**config.mk**
```make
export PLATFORM = sky130hd
export DESIGN_NAME = ssfr_front
export DESIGN_NICKNAME = d
export VERILOG_FILES = /design/src/sv/ssfr_pkg.sv /design/src/sv/ssfr_front.sv
export SDC_FILE = /design/constraint.sdc
export NUM_CORES = 1
export LEC_CHECK = 0
export BUFFER_PORTS_ARGS = -buffer_cell sky130_fd_sc_hd__buf_4
export CAP_MARGIN = 5
export CORE_MARGIN = 2
export CORE_UTILIZATION = 44
export CTS_BUF_LIST = sky130_fd_sc_hd__clkbuf_16
export CTS_CLUSTER_DIAMETER = 200
export DETAILED_ROUTE_END_ITERATION = 10
export GPL_ROUTABILITY_DRIVEN = 0
export PLACE_DENSITY = 0.85
export SLEW_MARGIN = 10
export SYNTH_ARGS = -nofsm -noshare
export SYNTH_HDL_FRONTEND = slang
export SYNTH_SLANG_ARGS = --single-unit
```
**constraint.sdc**
```tcl
create_clock -name clk -period 3.7 [get_ports clk]
set_clock_uncertainty 0.1 [all_clocks]
set_input_delay 0.555 -clock clk [delete_from_list [all_inputs] [get_ports clk]]
set_output_delay 0.555 -clock clk [all_outputs]
set_load 0.03 [all_outputs]
```
**src/sv/ssfr_pkg.sv**
```systemverilog
package ssfr_pkg;

  typedef enum logic [1:0] {
    OP_LOAD_W = 2'd0,
    OP_LOAD_H = 2'd1,
    OP_NONZERO = 2'd2,
    OP_UNUSED = 2'd3
  } op_t;

  typedef enum logic [2:0] {
    ST_IDLE,
    ST_MAC,
    ST_DRAIN,
    ST_DIV,
    ST_DONE
  } state_t;

  localparam int unsigned RankRegW = 5;
  localparam int unsigned RankResetVal = 16;
  localparam int unsigned IdxW = 10;
  localparam int unsigned DataW = 32;
  localparam int unsigned AccW = 64;
  localparam int unsigned MaxRows = 1024;
  localparam int unsigned MaxCols = 1024;
  localparam int unsigned MaxRank = 16;

endpackage

```
**src/sv/ssfr_front.sv**
```systemverilog
module ssfr_front #(
  parameter int unsigned QDEPTH = 2
) (
  input  logic                           clk,
  input  logic                           rst_n,
  input  logic                           in_push,
  output logic                           in_full,
  input  logic [1:0]                     in_operation,
  input  logic [ssfr_pkg::IdxW-1:0]      in_row,
  input  logic [ssfr_pkg::IdxW-1:0]      in_col,
  input  logic [3:0]                     in_rank_index,
  input  logic signed [ssfr_pkg::DataW-1:0] in_value,
  input  logic                           back_busy,
  output logic                           w_we,
  output logic                           h_we,
  output logic [ssfr_pkg::IdxW-1:0]      ld_row,
  output logic [ssfr_pkg::IdxW-1:0]      ld_col,
  output logic [3:0]                     ld_k,
  output logic signed [ssfr_pkg::DataW-1:0] ld_value,
  output logic                           nz_valid,
  input  logic                           nz_take,
  output logic [ssfr_pkg::IdxW-1:0]      nz_row,
  output logic [ssfr_pkg::IdxW-1:0]      nz_col,
  output logic signed [ssfr_pkg::DataW-1:0] nz_value
);
  localparam int unsigned PtrW = (QDEPTH > 1) ? $clog2(QDEPTH) : 1;

  logic [ssfr_pkg::IdxW-1:0] q_row_r [QDEPTH];
  logic [ssfr_pkg::IdxW-1:0] q_col_r [QDEPTH];
  logic signed [ssfr_pkg::DataW-1:0] q_val_r [QDEPTH];
  logic [PtrW-1:0] wp_r, rp_r;
  logic [PtrW:0] cnt_r;
  logic acc, is_nz, is_load, do_pop;

  // loads bypass the queue; nonzeros queue up for the back end
  // a load waits until no earlier nonzero is queued or still in work in the back end
  assign is_load = (in_operation == ssfr_pkg::OP_LOAD_W)
    || (in_operation == ssfr_pkg::OP_LOAD_H);
  assign in_full = (cnt_r == QDEPTH[PtrW:0]) || (is_load && (nz_valid || back_busy));
  assign acc = in_push && !in_full;
  assign is_nz = acc && (in_operation == ssfr_pkg::OP_NONZERO);
  assign w_we = acc && (in_operation == ssfr_pkg::OP_LOAD_W)
    && ({22'd0, in_row} < ssfr_pkg::MaxRows) && ({28'd0, in_rank_index} < ssfr_pkg::MaxRank);
  assign h_we = acc && (in_operation == ssfr_pkg::OP_LOAD_H)
    && ({22'd0, in_col} < ssfr_pkg::MaxCols) && ({28'd0, in_rank_index} < ssfr_pkg::MaxRank);
  assign ld_row = in_row;
  assign ld_col = in_col;
  assign ld_k = in_rank_index;
  assign ld_value = in_value;

  assign nz_valid = (cnt_r != '0);
  assign do_pop = nz_take && nz_valid;
  assign nz_row = q_row_r[rp_r];
  assign nz_col = q_col_r[rp_r];
  assign nz_value = q_val_r[rp_r];

  always_ff @(posedge clk) begin
    if (is_nz) begin
      q_row_r[wp_r] <= in_row;
      q_col_r[wp_r] <= in_col;
      q_val_r[wp_r] <= in_value;
    end
  end

  always_ff @(posedge clk) begin
    if (!rst_n) begin
      wp_r <= '0;
      rp_r <= '0;
      cnt_r <= '0;
    end else begin
      if (is_nz) wp_r <= (wp_r == PtrW'(QDEPTH - 1)) ? '0 : wp_r + 1'b1;
      if (do_pop) rp_r <= (rp_r == PtrW'(QDEPTH - 1)) ? '0 : rp_r + 1'b1;
      cnt_r <= cnt_r + {{PtrW{1'b0}}, is_nz} - {{PtrW{1'b0}}, do_pop};
    end
  end
endmodule

```
== After elaboration in Yosys (flattened, before gate mapping) ==
Memory sizes are Yosys's and may differ from the RTL's. A register that Yosys moved wholly into a read port is not among the register bits.
Index checks and enable logic that the tools add are counted.

* Flip-flop bits (word level): 4
* Memory bits (writable): 104
* Input port bits: 63
* Logic and storage cells: 35
* Memories: 3

* $add $sub $neg: 4
* Equal/unequal tests: 3
* Multiplexer cells: 10
* Reductions and logical operators: 12

{| class="wikitable"
|+ Memory list
! name !! depth !! width !! read ports !! clocked after Yosys merged registers in !! wr ports !! line !! text
|-
| q_val_r || 2 || 32 || 1 || 1 || 1 || ssfr_front.sv:30 || <nowiki>logic signed [ssfr_pkg::DataW-1:0] q_val_r [QDEPTH];</nowiki>
|-
| q_col_r || 2 || 10 || 1 || 1 || 1 || ssfr_front.sv:29 || <nowiki>logic [ssfr_pkg::IdxW-1:0] q_col_r [QDEPTH];</nowiki>
|-
| q_row_r || 2 || 10 || 1 || 1 || 1 || ssfr_front.sv:28 || <nowiki>logic [ssfr_pkg::IdxW-1:0] q_row_r [QDEPTH];</nowiki>
|}

{| class="wikitable"
|+ Operators by type and width
! cell !! number
|-
| $mux 1 || 10
|-
| $logic_and 1x1->1 || 6
|-
| $eq 2x2->1 const B || 2
|-
| $logic_or 1x1->1 || 3
|-
| $add 1x1->1 const B || 2
|-
| $add 2x1->2 || 1
|-
| $eq 2x1->1 const B || 1
|-
| $logic_not 2->1 || 1
|-
| $reduce_bool 2->1 || 1
|-
| $sub 2x1->2 || 1
|-
| $logic_not 1->1 || 1
|}

== Depth between registers and ports, before layout ==
* Depth after elaboration: 9
* Depth in mapped cells: 8

== Worst setup path before layout ==
No wires, ideal clock.

* Path kind: in2reg
* Start point: input in_operation[0]
* End point: memory q_col_r[0][0] in the netlist's numbering (enable)
* Setup time: 0.462 ns
* Arrival time: 2.936 ns
* Required time: 3.138 ns
* Path slack: 0.202 ns
* Stages on the path: 2
* Buffers on the path: 0
* Cell sequence: nand4b_4 > nor2_1

* Longest elaborated chain between the ends: 9

{| class="wikitable"
|+ RTL lines
! what !! line !! text
|-
| start: declaration || ssfr_front.sv:8 || <nowiki>input logic [1:0] in_operation,</nowiki>
|-
| $eq 2x1->1 or $logic_not 2->1 (tied branches) || ssfr_front.sv:38, ssfr_front.sv:37 ||
|-
| $logic_or 1x1->1 || ssfr_front.sv:38 || <nowiki>|| (in_operation == ssfr_pkg::OP_LOAD_H);</nowiki>
|-
| $logic_and 1x1->1 || ssfr_front.sv:39 || <nowiki>assign in_full = (cnt_r == QDEPTH[PtrW:0]) || (is_load && (nz_valid || back_busy));</nowiki>
|-
| $logic_or 1x1->1 || ssfr_front.sv:39 ||
|-
| $logic_not 1->1 || ssfr_front.sv:40 || <nowiki>assign acc = in_push && !in_full;</nowiki>
|-
| $logic_and 1x1->1 || ssfr_front.sv:40 ||
|-
| $logic_and 1x1->1 (*) || ssfr_front.sv:41 || <nowiki>assign is_nz = acc && (in_operation == ssfr_pkg::OP_NONZERO);</nowiki>
|-
| $mux 1 (*) || ssfr_front.sv:58 || <nowiki>if (is_nz) begin</nowiki>
|-
| $mux 1 (implied by the code) (*) || ssfr_front.sv:60 || <nowiki>q_col_r[wp_r] <= in_col;</nowiki>
|-
| end: declaration || ssfr_front.sv:29 ||
|}

Every way passes the cells marked *; elsewhere a longest branch is shown, timed or not.

==> flow_summary.yaml <==
final_layout:
  n_antenna_cell: 0
  layout.cells.non_filler: 507
  layout-drive-gt1-share_pct: 64.69
  nNetsFinal: 432
  final_util_pct: 57.41
  area_delta_synth_final_pct: 26.83
  fillers: 775
timing:
  hold_viol_final: 0
  rsz0062_at_grt: "false"
  setup_viol: 0
  max_slew_margin_pct: 36.14
  setup_tns_ps: 0
  worst_pin_slew_ps: 957.9
  post-route-period-util_pct: 68.59
  slew_violations: 0
  period_minus_slack_ps: 2538
  timing.fmax_mhz: 394.0
hold_path:
  min_path_type: "in2reg"
cts:
  htreeDepth: 3
  cts-resized-gates: 0
  cts.clk_slew.worst_paths_ps: 70
  clockBufferDepth: 2
  clock_latency_ps: 320
  clock-sinks: 109
  clockRootBuffer: "clkbuf_16"
  cts_made_buffers: 9
  post_cts_buffers: 0
  cts_hold_buf: 0
  cts_tree: "yes"
die:
  fp.dieH_um: 107.1
  dieArea_um2: 11460
  start_util_pct: 45.27
  rows: 37
  io-pin-count: 175
  core_um2: 10320
  die_x_um: 107.1
power_and_ir_drop:
  powerDensity_nw_per_um2: 597.8
  p_leak_uw: 0.002390
  total_power_uw: 3543
  ir_drop_mv: 0.2821
synth:
  ys_warn_count: 0
  synthTopCellsByArea: "edfxtp_1 (67%), mux2_4 (16%), buf_4 (9.0%)"
  synth-seq-cells: 109
  synth_area_um2: 4673
  synth_top_cell_by_area: "edfxtp_1"
  yosysTopAreaCellShare_pct: 66.83
  synth_cell_types: 19
  avgSynthCellArea_um2: 18.69
  syn-instance-count: 250
  ys_seq_area_share_pct: 68.97
  synth.net_count: 315
run:
  cap_violations: 0
drt:
  routed_wl_mm: 7.556
  drc: 0
  wl_per_cell_um: 14.90
  viasPerCell: 4.564
  drt_iter0_drc: 44
  dr_total_vias: 2314
  drtAntennaViolNets: 0
  drt_first_pass_iters: 4
grt:
  overflow: 0
  grt_pass1_vias: 2239
  grt_pass1_wl_mm: 10.98
  globalRouteTotalUtil_pct: 12.75
  antenna_found_initial: 0
  grt_max_degree: 53
worst_setup_path:
  crit_path_start_kind: "flop"
  worst-setup-path-type: "reg2out"
  path_cells: "mux2_2 -> buf_4"
  r2r_slack_ps: 1570
  max_stage_delay_ps: 940
  crit_required_ps: 3040
  cp_top_family: "flip-flops"
  worst_path_max_delay_cell: "dfxtp_4"
  cp-end-kind: "output port"
  arrival_ps: 1880
  cp_max_fo: 52
  path_buf_inv: 1
place:
  place_hpwl_mm: 5.337
  io_buffers: 166
  dpl.cell_count: 492
run_status:
  status: "completed"
power by group:
group	total, uW	switching, uW	leakage [uW]	internal [uW]
logic	1140	564	0.00127	578
registers	1560	143	0.000986	1420
clock network	843	391	0.000129	452
synth_stat cells:
library cell	n
edfxtp_1	104
buf_4	56
mux2_4	50
buf_6	6
dfxtp_1	5
and2_1	4
inv_1	4
nor2_1	4
nand2_1	3
xnor2_1	3
ha_1	2
mux2_2	2
mux2i_1	1
nand2b_2	1
nand4b_4	1
nor4_1	1
nor4b_1	1
o21ai_0	1
o21ai_2	1
cells by family (layout without fill, tap and decap cells):
kind of cell               after synthesis  in the layout  synth area share [%]
AOI/OAI and AO/OA                        2              2                0.2944
xor gates and xnor gates                 3              3                0.5624
adders and majority gates                2              2                0.5354
buffers and inverters                   66            187                 10.76
DFF                                    109            109                 68.97
muxes                                   53             53                 16.76
and+or+nand+nor                         15             15                 2.115
path summary, 6_finish.rpt:
check / from / end / cells past startpoint
max: flop / nz_value[19] / 2
min: in_row[3] / q_row_r[0][3] / 1
max reg2reg: cnt_r[0] / q_val_r[0][19] / 4
min reg2reg: wp_r / wp_r / 2
per-layer routing:
metal,GRT usage [%],vias to the layer above,wire length (um)
li1,-,1094,-
met1,14.97,1111,2949
met2,22.92,95,4067
met3,2.371,14,438
met4,5.102,0,100
met5,0,-,0
per-stage QoR:
stage | hold slack (ps) | cell area [um^2] | setup slack (ps)
after global placement | 396.9 | 5660 | 1449
after CTS | 300.7 | 5927 | 1082
after global routing | 300.9 | 5927 | 1034
final | 314.6 | 5927 | 1162
after floorplan | 351.4 | 4673 | 202.3
after detailed placement | 408.9 | 5660 | 1400
layout by cell type, fill, tap and decap left out:
master and n:
and2_1 4, buf_12 2, buf_4 166, clkbuf_16 9, clkinv_2 1, clkinv_4 1, clkinvlp_4 2, dfxtp_1 4
dfxtp_4 1, edfxtp_1 104, ha_1 2, inv_1 5, inv_6 1, mux2_2 2, mux2_4 50, mux2i_1 1
nand2_1 3, nand2b_2 1, nand4b_4 1, nor2_1 2, nor2_4 2, nor4_1 1, nor4b_1 1, o21ai_0 1
o21ai_2 1, xnor2_1 3
layout make-up:
cell class	count	area, um^2	share of cell area (%)
clock inverters	6	41.29	0.6966
well taps	136	170.2	2.871
clock buffers	9	225.2	3.800
inverters	4	15.01	0.2533
flip-flops and latches	109	3227	54.44
multi-input cells	75	962.2	16.23
repair buffers	168	1286	21.70
flip-flops by register name, indices dropped and copies added, names as in the netlist, named ones only:
name     count
cnt_r        2
q_row_r     20
wp_r         1
q_col_r     20
rp_r         1
q_val_r     64
Power figures use the tool's default switching activity.
